--- src/eaus_pkg.sv ---
// Shared types, constants and helpers for the encoder angle unwrap and speed block.
package eaus_pkg;

   // Field widths
   localparam int ANGLE_W   = 12;
   localparam int CENTI_W   = 16;
   localparam int POS_W     = 32;
   localparam int REV_W     = 20;
   localparam int SPEED_W   = 26;
   localparam int TIME_W    = 32;
   localparam int DELTA_W   = 13;
   localparam int ROT_SHIFT = 12;

   // Turn geometry in raw counts
   localparam int HALF_TURN = 2048;
   localparam int FULL_TURN = 4096;

   // Scaling: centidegrees per count is 879/100, speed numerator scale is 8790
   localparam int CENTI_SCALE = 879;
   localparam int SPEED_SCALE = 8790;
   localparam int CPROD_W     = 22;
   localparam int RECIP_SHIFT = 29;
   localparam int RECIP_W     = 23;
   localparam int unsigned RECIP_100 = ((32'd1 << RECIP_SHIFT) + 32'd99) / 32'd100;
   localparam int CSCALE_W    = CPROD_W + RECIP_W;
   localparam int MAX_CENTI   = ((FULL_TURN - 1) * CENTI_SCALE) / 100;

   // Divider: the dividend is at most HALF_TURN * SPEED_SCALE, which fits 25 bits
   localparam int NUM_W  = 25;
   localparam int DCNT_W = 5;

   // Default depth of the queue between front and back
   localparam int QUEUE_DEPTH_DEF = 2;

   // Request kinds
   localparam logic KIND_SAMPLE = 1'b0;
   localparam logic KIND_LOAD   = 1'b1;

   // Work word handed from front to back
   typedef struct packed {
      logic [ANGLE_W-1:0] angle;
      logic [POS_W-1:0]   position;
      logic [ANGLE_W-1:0] mag;
      logic               neg;
      logic [TIME_W-1:0]  dt;
      logic               div_en;
      logic               fresh;
   } work_type;

   // Back end sequencer states
   typedef enum logic [2:0] {
      BK_IDLE,
      BK_MUL,
      BK_SCALE,
      BK_DIV,
      BK_DONE
   } back_state_type;

   // Angle difference v - r wrapped into [-HALF_TURN, HALF_TURN]
   function automatic logic signed [DELTA_W-1:0] wrap_delta(
      input logic [ANGLE_W-1:0] v,
      input logic [ANGLE_W-1:0] r
   );
      logic signed [DELTA_W:0] d;
      d = $signed({2'b00, v}) - $signed({2'b00, r});
      if (d > (DELTA_W+1)'(HALF_TURN)) begin
         d = d - (DELTA_W+1)'(FULL_TURN);
      end else if (d < -(DELTA_W+1)'(HALF_TURN)) begin
         d = d + (DELTA_W+1)'(FULL_TURN);
      end
      return d[DELTA_W-1:0];
   endfunction

endpackage

--- src/eaus_front.sv ---
// Front end: offset register, angle unwrap and speed state, builds one work word per request.
module eaus_front import eaus_pkg::*; (
   input  logic                clock,
   input  logic                reset,
   // offset register write
   input  logic                csr_valid,
   output logic                csr_ready,
   input  logic [ANGLE_W-1:0]  csr_angle_offset,
   // request channel
   input  logic                req_valid,
   output logic                req_stall,
   input  logic                req_kind,
   input  logic [ANGLE_W-1:0]  req_angle_raw,
   input  logic                req_read_error,
   input  logic [TIME_W-1:0]   req_time_ms,
   input  logic signed [POS_W-1:0] req_new_position,
   // queue side
   input  logic                q_full,
   output logic                q_push,
   output work_type            q_word
);

   logic [ANGLE_W-1:0] offset_ff, offset_in;
   logic [ANGLE_W-1:0] lga_ff, lga_in;
   logic [ANGLE_W-1:0] uref_ff, uref_in;
   logic [POS_W-1:0]   cum_ff, cum_in;
   logic [ANGLE_W-1:0] sref_ff, sref_in;
   logic [TIME_W-1:0]  tlast_ff, tlast_in;

   logic [ANGLE_W-1:0]        angle_new;
   logic [ANGLE_W-1:0]        angle_use;
   logic signed [DELTA_W-1:0] unwrap_d;
   logic signed [DELTA_W-1:0] speed_d;
   logic [TIME_W-1:0]         dt;

   // Accept whenever the queue has room
   assign req_stall = q_full;
   assign q_push    = req_valid && !q_full;
   assign csr_ready = 1'b1;

   // Offset-corrected angle, wrapped to one turn
   assign angle_new = req_angle_raw + offset_ff;
   assign angle_use = req_read_error ? lga_ff : angle_new;
   assign unwrap_d  = wrap_delta(angle_new, uref_ff);
   assign speed_d   = wrap_delta(angle_new, sref_ff);
   assign dt        = req_time_ms - tlast_ff;

   // Next state and work word
   always_comb begin
      offset_in = csr_valid ? csr_angle_offset : offset_ff;
      lga_in    = lga_ff;
      uref_in   = uref_ff;
      cum_in    = cum_ff;
      sref_in   = sref_ff;
      tlast_in  = tlast_ff;

      q_word.angle    = angle_use;
      q_word.position = cum_ff;
      q_word.mag      = '0;
      q_word.neg      = 1'b0;
      q_word.dt       = dt;
      q_word.div_en   = 1'b0;
      q_word.fresh    = !req_read_error;

      if (q_push) begin
         if (!req_read_error) begin
            lga_in = angle_new;
         end
         if (req_kind == KIND_LOAD) begin
            uref_in = angle_use;
            cum_in  = req_new_position;
         end else if (!req_read_error) begin
            uref_in  = angle_new;
            cum_in   = cum_ff + {{(POS_W-DELTA_W){unwrap_d[DELTA_W-1]}}, unwrap_d};
            sref_in  = angle_new;
            tlast_in = req_time_ms;
         end
      end

      // Sample with a good reading: report new position, set up the divide
      if (req_kind == KIND_SAMPLE && !req_read_error) begin
         q_word.position = cum_ff + {{(POS_W-DELTA_W){unwrap_d[DELTA_W-1]}}, unwrap_d};
         q_word.neg      = speed_d[DELTA_W-1];
         q_word.mag      = speed_d[DELTA_W-1] ? ANGLE_W'(-speed_d) : speed_d[ANGLE_W-1:0];
         q_word.div_en   = (dt != '0);
      end
   end

   // State registers
   always_ff @(posedge clock) begin
      if (reset) begin
         offset_ff <= '0;
         lga_ff    <= '0;
         uref_ff   <= '0;
         cum_ff    <= '0;
         sref_ff   <= '0;
         tlast_ff  <= '0;
      end else begin
         offset_ff <= offset_in;
         lga_ff    <= lga_in;
         uref_ff   <= uref_in;
         cum_ff    <= cum_in;
         sref_ff   <= sref_in;
         tlast_ff  <= tlast_in;
      end
   end

endmodule

--- src/eaus_queue.sv ---
// Short work queue between front and back.
module eaus_queue import eaus_pkg::*; #(
   parameter int DEPTH = QUEUE_DEPTH_DEF
) (
   input  logic     clock,
   input  logic     reset,
   input  logic     push,
   input  work_type push_word,
   output logic     full,
   input  logic     pop,
   output logic     not_empty,
   output work_type head_word
);

   localparam int PTR_W = (DEPTH > 1) ? $clog2(DEPTH) : 1;
   localparam int CNT_W = $clog2(DEPTH + 1);

   work_type           mem_ff [DEPTH];
   logic [PTR_W-1:0]   wr_ptr_ff, wr_ptr_in;
   logic [PTR_W-1:0]   rd_ptr_ff, rd_ptr_in;
   logic [CNT_W-1:0]   count_ff, count_in;

   assign full      = (count_ff == CNT_W'(DEPTH));
   assign not_empty = (count_ff != '0);
   assign head_word = mem_ff[rd_ptr_ff];

   // Advance pointers and count
   always_comb begin
      wr_ptr_in = wr_ptr_ff;
      rd_ptr_in = rd_ptr_ff;
      count_in  = count_ff;
      if (push) begin
         wr_ptr_in = (wr_ptr_ff == PTR_W'(DEPTH - 1)) ? '0 : wr_ptr_ff + 1'b1;
      end
      if (pop) begin
         rd_ptr_in = (rd_ptr_ff == PTR_W'(DEPTH - 1)) ? '0 : rd_ptr_ff + 1'b1;
      end
      if (push && !pop) begin
         count_in = count_ff + 1'b1;
      end else if (pop && !push) begin
         count_in = count_ff - 1'b1;
      end
   end

   always_ff @(posedge clock) begin
      if (reset) begin
         wr_ptr_ff <= '0;
         rd_ptr_ff <= '0;
         count_ff  <= '0;
      end else begin
         wr_ptr_ff <= wr_ptr_in;
         rd_ptr_ff <= rd_ptr_in;
         count_ff  <= count_in;
      end
   end

   // Store the pushed word
   always_ff @(posedge clock) begin
      if (push) begin
         mem_ff[wr_ptr_ff] <= push_word;
      end
   end

endmodule

--- src/eaus_back.sv ---
// Back end: centidegree scaling, serial speed divide and the result register.
module eaus_back import eaus_pkg::*; (
   input  logic                      clock,
   input  logic                      reset,
   // queue side
   input  logic                      q_not_empty,
   input  work_type                  q_head,
   output logic                      q_pop,
   // result channel
   output logic                      rsp_valid,
   input  logic                      rsp_stall,
   output logic [ANGLE_W-1:0]        rsp_angle,
   output logic [CENTI_W-1:0]        rsp_angle_centideg,
   output logic signed [POS_W-1:0]   rsp_position,
   output logic signed [REV_W-1:0]   rsp_revolutions,
   output logic signed [SPEED_W-1:0] rsp_speed,
   output logic                      rsp_fresh
);

   back_state_type state_ff, state_in;

   work_type             work_ff, work_in;
   logic [NUM_W-1:0]     num_ff, num_in;
   logic [CPROD_W-1:0]   cprod_ff, cprod_in;
   logic [CENTI_W-1:0]   centi_ff, centi_in;
   logic [TIME_W-1:0]    rem_ff, rem_in;
   logic [NUM_W-1:0]     quo_ff, quo_in;
   logic [DCNT_W-1:0]    cnt_ff, cnt_in;

   logic                 out_valid_ff, out_valid_in;
   logic [ANGLE_W-1:0]   out_angle_ff, out_angle_in;
   logic [CENTI_W-1:0]   out_centi_ff, out_centi_in;
   logic [POS_W-1:0]     out_pos_ff, out_pos_in;
   logic [REV_W-1:0]     out_rev_ff, out_rev_in;
   logic [SPEED_W-1:0]   out_speed_ff, out_speed_in;
   logic                 out_fresh_ff, out_fresh_in;

   logic                 ld_work, ld_mul, ld_scale, div_step, out_load, div_last;
   logic                 out_free;
   logic [TIME_W:0]      trial;
   logic                 trial_ge;
   logic [SPEED_W-1:0]   num_prod;
   logic [CSCALE_W-1:0]  cscale;
   logic [SPEED_W-1:0]   speed_val;

   assign out_free = !out_valid_ff || !rsp_stall;
   assign div_last = (cnt_ff == DCNT_W'(NUM_W - 1));

   // Next state
   always_comb begin
      state_in = state_ff;
      case (state_ff)
         BK_IDLE:  if (q_not_empty) state_in = BK_MUL;
         BK_MUL:   state_in = BK_SCALE;
         BK_SCALE: state_in = work_ff.div_en ? BK_DIV : BK_DONE;
         BK_DIV:   if (div_last) state_in = BK_DONE;
         BK_DONE:  if (out_free) state_in = BK_IDLE;
         default:  state_in = BK_IDLE;
      endcase
   end

   // Sequencer outputs
   always_comb begin
      ld_work  = 1'b0;
      ld_mul   = 1'b0;
      ld_scale = 1'b0;
      div_step = 1'b0;
      out_load = 1'b0;
      case (state_ff)
         BK_IDLE:  ld_work  = q_not_empty;
         BK_MUL:   ld_mul   = 1'b1;
         BK_SCALE: ld_scale = 1'b1;
         BK_DIV:   div_step = 1'b1;
         BK_DONE:  out_load = out_free;
         default:  ld_work  = 1'b0;
      endcase
   end

   assign q_pop = ld_work;

   // Datapath
   assign num_prod  = SPEED_W'(work_ff.mag) * SPEED_W'(SPEED_SCALE);
   assign cscale    = CSCALE_W'(cprod_ff) * CSCALE_W'(RECIP_100);
   assign trial     = {rem_ff, quo_ff[NUM_W-1]};
   assign trial_ge  = (trial >= {1'b0, work_ff.dt});
   assign speed_val = !work_ff.div_en ? '0 :
                      work_ff.neg ? SPEED_W'(-{1'b0, quo_ff}) : SPEED_W'(quo_ff);

   always_comb begin
      work_in  = ld_work ? q_head : work_ff;
      num_in   = num_ff;
      cprod_in = cprod_ff;
      centi_in = centi_ff;
      rem_in   = rem_ff;
      quo_in   = quo_ff;
      cnt_in   = cnt_ff;
      // multiply stage
      if (ld_mul) begin
         num_in   = num_prod[NUM_W-1:0];
         cprod_in = CPROD_W'(work_ff.angle) * CPROD_W'(CENTI_SCALE);
      end
      // divide by 100 via reciprocal; set up divider
      if (ld_scale) begin
         centi_in = cscale[RECIP_SHIFT +: CENTI_W];
         rem_in   = '0;
         quo_in   = num_ff;
         cnt_in   = '0;
      end
      // one restoring divide step a cycle
      if (div_step) begin
         rem_in = trial_ge ? TIME_W'(trial - {1'b0, work_ff.dt}) : trial[TIME_W-1:0];
         quo_in = {quo_ff[NUM_W-2:0], trial_ge};
         cnt_in = cnt_ff + 1'b1;
      end
   end

   // Result register: hold while stalled
   always_comb begin
      out_valid_in = out_valid_ff;
      out_angle_in = out_angle_ff;
      out_centi_in = out_centi_ff;
      out_pos_in   = out_pos_ff;
      out_rev_in   = out_rev_ff;
      out_speed_in = out_speed_ff;
      out_fresh_in = out_fresh_ff;
      if (out_valid_ff && !rsp_stall) begin
         out_valid_in = 1'b0;
      end
      if (out_load) begin
         out_valid_in = 1'b1;
         out_angle_in = work_ff.angle;
         out_centi_in = centi_ff;
         out_pos_in   = work_ff.position;
         out_rev_in   = work_ff.position[POS_W-1:ROT_SHIFT]
                        + {{(REV_W-1){1'b0}}, work_ff.position[POS_W-1]};
         out_speed_in = speed_val;
         out_fresh_in = work_ff.fresh;
      end
   end

   always_ff @(posedge clock) begin
      if (reset) begin
         state_ff     <= BK_IDLE;
         out_valid_ff <= 1'b0;
      end else begin
         state_ff     <= state_in;
         out_valid_ff <= out_valid_in;
      end
   end

   always_ff @(posedge clock) begin
      work_ff      <= work_in;
      num_ff       <= num_in;
      cprod_ff     <= cprod_in;
      centi_ff     <= centi_in;
      rem_ff       <= rem_in;
      quo_ff       <= quo_in;
      cnt_ff       <= cnt_in;
      out_angle_ff <= out_angle_in;
      out_centi_ff <= out_centi_in;
      out_pos_ff   <= out_pos_in;
      out_rev_ff   <= out_rev_in;
      out_speed_ff <= out_speed_in;
      out_fresh_ff <= out_fresh_in;
   end

   assign rsp_valid          = out_valid_ff;
   assign rsp_angle          = out_angle_ff;
   assign rsp_angle_centideg = out_centi_ff;
   assign rsp_position       = out_pos_ff;
   assign rsp_revolutions    = out_rev_ff;
   assign rsp_speed          = out_speed_ff;
   assign rsp_fresh          = out_fresh_ff;

endmodule

--- src/encoder_angle_unwrap_speed.sv ---
// Top level of the encoder angle unwrap and speed block.
//
//   Port group | Direction | Handshake         | Carries
//   req_*      | in        | valid / stall     | kind, raw angle, error flag, time, new position
//   rsp_*      | out       | valid / stall     | angle, centidegrees, position, revolutions, speed
//   csr_*      | in        | valid / ready     | angle offset
//
// The front takes one request word per cycle while the work queue has room and updates
// the unwrap and speed state in that same cycle. The back takes one word at a time through
// multiply, scale and done; a sample with a nonzero interval also runs the 25-step restoring
// divider. Synchronous reset zeroes the front state and offset, empties the queue, idles the
// back. A stalled result holds in the output register while the back finishes the next word.
module encoder_angle_unwrap_speed import eaus_pkg::*; #(
   parameter int QUEUE_DEPTH = QUEUE_DEPTH_DEF
) (
   input  logic                      clock,
   input  logic                      reset,
   input  logic                      csr_valid,
   output logic                      csr_ready,
   input  logic [ANGLE_W-1:0]        csr_angle_offset,
   input  logic                      req_valid,
   output logic                      req_stall,
   input  logic                      req_kind,
   input  logic [ANGLE_W-1:0]        req_angle_raw,
   input  logic                      req_read_error,
   input  logic [TIME_W-1:0]         req_time_ms,
   input  logic signed [POS_W-1:0]   req_new_position,
   output logic                      rsp_valid,
   input  logic                      rsp_stall,
   output logic [ANGLE_W-1:0]        rsp_angle,
   output logic [CENTI_W-1:0]        rsp_angle_centideg,
   output logic signed [POS_W-1:0]   rsp_position,
   output logic signed [REV_W-1:0]   rsp_revolutions,
   output logic signed [SPEED_W-1:0] rsp_speed,
   output logic                      rsp_fresh
);

   logic     q_push, q_full, q_pop, q_not_empty;
   work_type q_word, q_head;

   eaus_front u_front (
      .clock            (clock),
      .reset            (reset),
      .csr_valid        (csr_valid),
      .csr_ready        (csr_ready),
      .csr_angle_offset (csr_angle_offset),
      .req_valid        (req_valid),
      .req_stall        (req_stall),
      .req_kind         (req_kind),
      .req_angle_raw    (req_angle_raw),
      .req_read_error   (req_read_error),
      .req_time_ms      (req_time_ms),
      .req_new_position (req_new_position),
      .q_full           (q_full),
      .q_push           (q_push),
      .q_word           (q_word)
   );

   eaus_queue #(.DEPTH(QUEUE_DEPTH)) u_queue (
      .clock     (clock),
      .reset     (reset),
      .push      (q_push),
      .push_word (q_word),
      .full      (q_full),
      .pop       (q_pop),
      .not_empty (q_not_empty),
      .head_word (q_head)
   );

   eaus_back u_back (
      .clock              (clock),
      .reset              (reset),
      .q_not_empty        (q_not_empty),
      .q_head             (q_head),
      .q_pop              (q_pop),
      .rsp_valid          (rsp_valid),
      .rsp_stall          (rsp_stall),
      .rsp_angle          (rsp_angle),
      .rsp_angle_centideg (rsp_angle_centideg),
      .rsp_position       (rsp_position),
      .rsp_revolutions    (rsp_revolutions),
      .rsp_speed          (rsp_speed),
      .rsp_fresh          (rsp_fresh)
   );

   // A failed reading never reports motion
   a_stale_no_speed: assert property (@(posedge clock) disable iff (reset)
      rsp_valid && !rsp_fresh |-> rsp_speed == '0)
      else $error("speed nonzero on a stale word");

   // Scaled angle stays within one turn
   a_centi_range: assert property (@(posedge clock) disable iff (reset)
      rsp_valid |-> rsp_angle_centideg <= CENTI_W'(MAX_CENTI))
      else $error("centidegree value out of range");

   // Nonnegative position: revolutions are the upper position bits
   a_rev_match: assert property (@(posedge clock) disable iff (reset)
      rsp_valid && !rsp_position[POS_W-1] |->
         rsp_revolutions == rsp_position[POS_W-1:ROT_SHIFT])
      else $error("revolutions disagree with position");

   // The back only takes a word that the queue holds
   a_pop_nonempty: assert property (@(posedge clock) disable iff (reset)
      q_pop |-> q_not_empty)
      else $error("queue read while empty");

endmodule

--- config.mk ---
export PLATFORM = sky130hd
export DESIGN_NAME = encoder_angle_unwrap_speed
export DESIGN_NICKNAME = d
export VERILOG_FILES = /design/src/eaus_pkg.sv /design/src/eaus_front.sv /design/src/eaus_queue.sv /design/src/eaus_back.sv /design/src/encoder_angle_unwrap_speed.sv
export SDC_FILE = /design/constraint.sdc
export NUM_CORES = 2
export LEC_CHECK = 0
export BUFFER_PORTS_ARGS = -buffer_cell sky130_fd_sc_hd__buf_2
export CORE_MARGIN = 3
export CORE_UTILIZATION = 29
export DETAILED_ROUTE_END_ITERATION = 8
export GPL_ROUTABILITY_DRIVEN = 0
export PLACE_DENSITY = 0.52
export SLEW_MARGIN = 0
export SYNTH_ARGS = -nofsm -noshare
export SYNTH_HDL_FRONTEND = slang
export SYNTH_SLANG_ARGS = --single-unit
--- constraint.sdc ---
create_clock -name clock -period 19.3 [get_ports clock]
set_input_delay 0.965 -clock clock [delete_from_list [all_inputs] [get_ports clock]]
set_output_delay 0.965 -clock clock [all_outputs]
set_load 0.02 [all_outputs]
# Word level (Yosys, flattened, before mapping)
# Memories as Yosys holds them, arrays and structs flattened. A register that Yosys moved wholly into a read port is not among the register bits.
# Cells that the tools add are included.
# Widths: inputs -> output; s select.
totals:
  ram_bits: 182
  word_cells: 123
  output_inout_bits: 110
  input_bits: 95
  reg_bits: 351
  mem_count: 1
mem_list:
  columns: ["memory", "words", "word_bits", "rd", "rd_ports_with_merged_regs", "wr", "line", "rtl"]
  rows:
  - ["u_queue.mem_ff", 2, 91, 1, 1, 1, "eaus_queue.sv:18", "work_type mem_ff [DEPTH];"]
classes:
  bitwise_logic: 2
  mul: 3
  n_eq_ne: 10
  muxes: 38
  reduce_logical: 22
  add_sub_neg: 18
  n_lt_le_gt_ge: 5
op_table:
  columns: ["operator", "count"]
  rows:
  - ["$mux 32", 5]
  - ["$mux 25", 3]
  - ["$sub 32x32->32", 2]
  - ["$mux 13", 4]
  - ["$mux 12", 4]
  - ["$mux 45", 1]
  - ["$mul 22x22->44 const B", 1]
  - ["$ge 33x32->1", 1]
  - ["$add 32x32->32", 1]
  - ["$reduce_bool 32->1", 1]
  - ["$add 13x13->13 const B", 2]
  - ["$gt 13x13->1 const B", 2]
  - ["$lt 13x12->1 const B", 2]
  - ["$neg 25->26", 1]
  - ["$sub 12x12->13", 2]
  - ["$sub 13x13->13 const B", 2]
  - ["$mul 12x13->24 const B", 1]
  - ["$mul 12x10->22 const B", 1]
  - ["$add 20x1->20", 1]
  - ["$pmux 3 s5", 1]
  - ["$add 12x12->12", 1]
  - ["$mux 1", 12]
  - ["$mux 3", 4]
  - ["$neg 12->12", 1]
  - ["21 further kinds", 42]

# Depth between registers and ports, before layout
logic_depth:
  word_depth: 8
  ltp_mapped: 29
  depth_no_buf: 28

# Modules after synthesis
# Synthesis repeated with hierarchy kept, for this count alone.
unflattened:
  hier_cells: 4038
  area_unflattened_um2: 43703.2
modules_own_cells:
  columns: ["mod", "seq_area_each_um2", "cells_per_inst", "instances", "area_per_inst_um2"]
  rows:
  - ["eaus_back", 9749.4, 2364, 1, 27089.7]
  - ["eaus_front", 2242.2, 1369, 1, 9804.4]
  - ["eaus_queue", 5565.3, 305, 1, 6809.0]

# Worst setup path after synthesis
# Ideal clock, no wire load.
synth_path:
  kind: "input to register"
  startpoint: "input port req_angle_raw[0]"
  endpoint: "memory u_queue.mem_ff[0][77] (netlist bit), data pin"
  slack_ns: 11.266
  arrival_ns: 7.848
  required_ns: 19.114
  setup_ns: 0.186
  n_path_buf: 0
  path_stages: 26
  cell_sequence: "ha_1 fa_1 a21o_1 a21oi_1 o21bai_1 a21oi_1 o21bai_1 a21oi_1 xnor2_1 inv_1 ha_1 and3_1 a2111oi_0 o21ba_2 xor2_1 a21oi_1 ha_1 a2111oi_0 or3b_1 a211o_1 a2111oi_0 or3_1 a31oi_1 o21a_1 o21a_1 o31ai_1"
synth_rtl:
  columns: ["element", "line", "rtl"]
  rows:
  - ["from (decl)", "encoder_angle_unwrap_speed.sv:24", "input logic [ANGLE_W-1:0] req_angle_raw,"]
  - ["to (decl)", "eaus_queue.sv:18", null]

==> results_dict.tcl <==
set metrics [dict create \
    status "completed" \
    ys_warn_count 0 \
    postRouteWirelength_um 104000 \
    rsz0062_at_grt "false" \
    port_buffers 203 \
    cts_hold_buffers 0 \
    vias 28746 \
    dieArea_sq_mm 0.155 \
    ctsHtreeMaxLevel 3 \
    critPathMaxFanout 21 \
    cts_root_buffer "clkbuf_16" \
    seq_area_frac_synth 0.404 \
    ys_types 89 \
    drc 0 \
    finalHoldViolCount 0 \
    die_y_um 393 \
    avgSynthCellArea_sq_um 11.0 \
    cts_resized 0 \
    start_util 0.293 \
    clock.fmax_mhz 116 \
    syn_nets 4840 \
    cts_setup_buffers 0 \
    slew_headroom 0.239 \
    cts_sinks 624 \
    setup_tns_ps 0 \
    fin_skew_ps 54.8 \
    grt_max_degree 79 \
    synthToLayoutAreaGrowth_pct 13.5 \
    synthArstFlopShare 0 \
    synth.top_cells.by_count "517 x ha_1, 514 x inv_1, 504 x edfxtp_1, 379 x nand2_1, 267 x fa_1" \
    endpoint "u_queue.mem_ff[0][77]$_DFFE_PP_" \
    drive_above_1_share 0.114 \
    ys_ff_latch 624 \
    setup.worst_path.start "req_angle_raw[0]" \
    track_usage 0.136 \
    routedWlPerCell_um 16.8 \
    maxCapViolCount 0 \
    worst_pin_slew_ps 1140 \
    antenna_found_initial 3 \
    timing.hold.ws_ps 417 \
    placementRows 141 \
    grt.overflow.total 0 \
    cts_buffer_depth 3 \
    setup_viol 0 \
    critPathCaptureType "flip-flop" \
    hpwl_um 79200 \
    synth_most_common_cell "ha_1" \
    fin_crit_ps 8650 \
    drt_iter0_drc 1477 \
    numCtsBuffers 74 \
    viasPerCell 4.67 \
    synth_edf_count 504 \
    clk_pin_slew_worst_paths_ps 60 \
    crit_path_start_kind "primary input" \
    grt_pass1_wl_um 165000 \
    synthCells 3961 \
    postRouteAntennaNets 0 \
    r2r_slack_ps 10780 \
    clock_latency_ps 670 \
    reg2reg_depth 26 \
    core_area_sq_mm 0.148 \
    holdCritPathClass "flip-flop to flip-flop" \
    yosysTopAreaCell "edfxtp_1" \
    grt_pass1_vias 29528 \
    synth_top_flop_cell "edfxtp_1" \
    cts_tree "done" \
    fin_nets 5047 \
    die_w_um 393 \
    synth_area_leaders "edfxtp_1 35%, ha_1 15%, fa_1 12%, dfxtp_1 5.5%, inv_1 4.4%" \
    cp_data_required_time_ps 19760 \
    r2r_start "u_front.offset_ff[0]$_SDFFE_PP0P_" \
    crit_type "primary input to flip-flop" \
    synth_top_cell_area_share 0.348 \
    firstDrtPassIters 5 \
    netlist_area_sq_mm 0.0435 \
    finalMaxSlewViolations 0 \
    fin_crit_sh 0.448 \
    r2r_end "u_queue.mem_ff[0][77]$_DFFE_PP_" \
    cp.arrival_ps 9110 \
    io_pins 205 \
]
kinds of logic (layout without fill, tap and decap cells):
group / after synthesis / after routing / share of synthesized area
xor+xnor: 195 / 195 / 0.0393
simple gates: 944 / 944 / 0.0978
mux: 136 / 136 / 0.0340
other cells: 1 / 2 / 0.0000863
fa+ha+maj: 784 / 784 / 0.272
buf+inv: 609 / 875 / 0.0528
compound gates: 668 / 668 / 0.101
flops: 624 / 624 / 0.404
worst max-delay path, stage by stage:
cell       delay, ps
buf_2            110
ha_1             210
fa_1             400
a21o_1           170
a21oi_1          210
o21bai_1          90
a21oi_1          240
o21bai_1         100
a21oi_1          260
xnor2_1          230
inv_1            130
ha_1             370
and3_1           230
a2111oi_0        540
o21ba_2          210
xor2_1           130
a21oi_2          850
ha_1             440
a2111oi_0        580
or3b_1           400
a211o_1          320
a2111oi_0        800
or3_1            250
a31oi_1          170
o21a_1           230
o21a_1           170
o31ai_1          290
cell usage in the layout, fill, tap and decap left out, types with 11 or more instances in the layout:
cell	n
xnor2_1	116
xor2_1	79
o21a_1	40
nor3_1	72
nand2_1	376
and3_1	31
inv_1	512
a21o_1	44
mux2_2	94
a221oi_1	11
edfxtp_1	504
clkbuf_16	75
ha_1	517
clkinv_1	13
o21ai_0	135
o31ai_1	32
nand2b_1	22
dfxtp_1	119
nand3_1	52
buf_2	202
or3_1	27
buf_4	23
mux2i_1	42
nand4_1	15
o41ai_1	11
a31oi_1	12
a311oi_1	11
nor2_1	250
o21bai_1	13
a21oi_1	193
nor2b_1	26
a211oi_1	40
fa_1	267
o211ai_1	26
area by class of cell:
type | instances | area, sq um
diodes | 1 | 2.50
clock buffers | 88 | 1980
clock inverters | 47 | 589
fillers | 14945 | 98900
inverters | 515 | 1940
multi-input cells | 2728 | 23700
flip-flops and latches | 624 | 17500
well taps | 1930 | 2410
repair buffers | 225 | 1180
worst min path at each step:
stage	startpoint	endpoint	slack, ps	cells after the start
floorplan	u_back.centi_ff[0]$_DFFE_PN_	u_back.rsp_angle_centideg[0]$_DFFE_PP_	400	0
global placement	u_back.work_ff[53]$_DFFE_PP_	u_back.rsp_position[6]$_DFFE_PP_	400	0
detailed placement	u_back.centi_ff[15]$_DFFE_PN_	u_back.rsp_angle_centideg[15]$_DFFE_PP_	400	0
CTS	u_back.centi_ff[13]$_DFFE_PN_	u_back.rsp_angle_centideg[13]$_DFFE_PP_	420	0
global route	u_back.centi_ff[13]$_DFFE_PN_	u_back.rsp_angle_centideg[13]$_DFFE_PP_	420	0
finish	u_back.centi_ff[13]$_DFFE_PN_	u_back.rsp_angle_centideg[13]$_DFFE_PP_	420	0
stage by stage:
stage	setup slack [ps]	cell area (sq um)	cells	utilization
floorplan	11270	43500	3961	-
global placement	10320	46800	6022	0.316
detailed placement	9980	46800	6022	0.316
CTS	10620	49300	6157	0.333
global route	10100	49300	6157	0.333
finish	10650	49300	6158	0.333
layer usage:
layer	wire, um	GRT usage	up-vias
met2	48300	0.224	415
met5	13	0	-
li1	-	-	14286
met4	2490	0.0429	2
met3	3590	0.0194	123
met1	49200	0.183	13920
state kept, by name, summed over array words and instances, names as in the netlist, 25 cells and up:
signal / cells
u_back.work_ff: 91
u_front.tlast_ff: 32
u_front.cum_ff: 32
u_back.rsp_speed: 26
u_back.rsp_position: 32
u_back.quo_ff: 25
u_queue.mem_ff: 182
u_back.rem_ff: 32
Power is not shown: default switching activity piles up to over one toggle a cycle in this logic, so the estimate is an artifact.
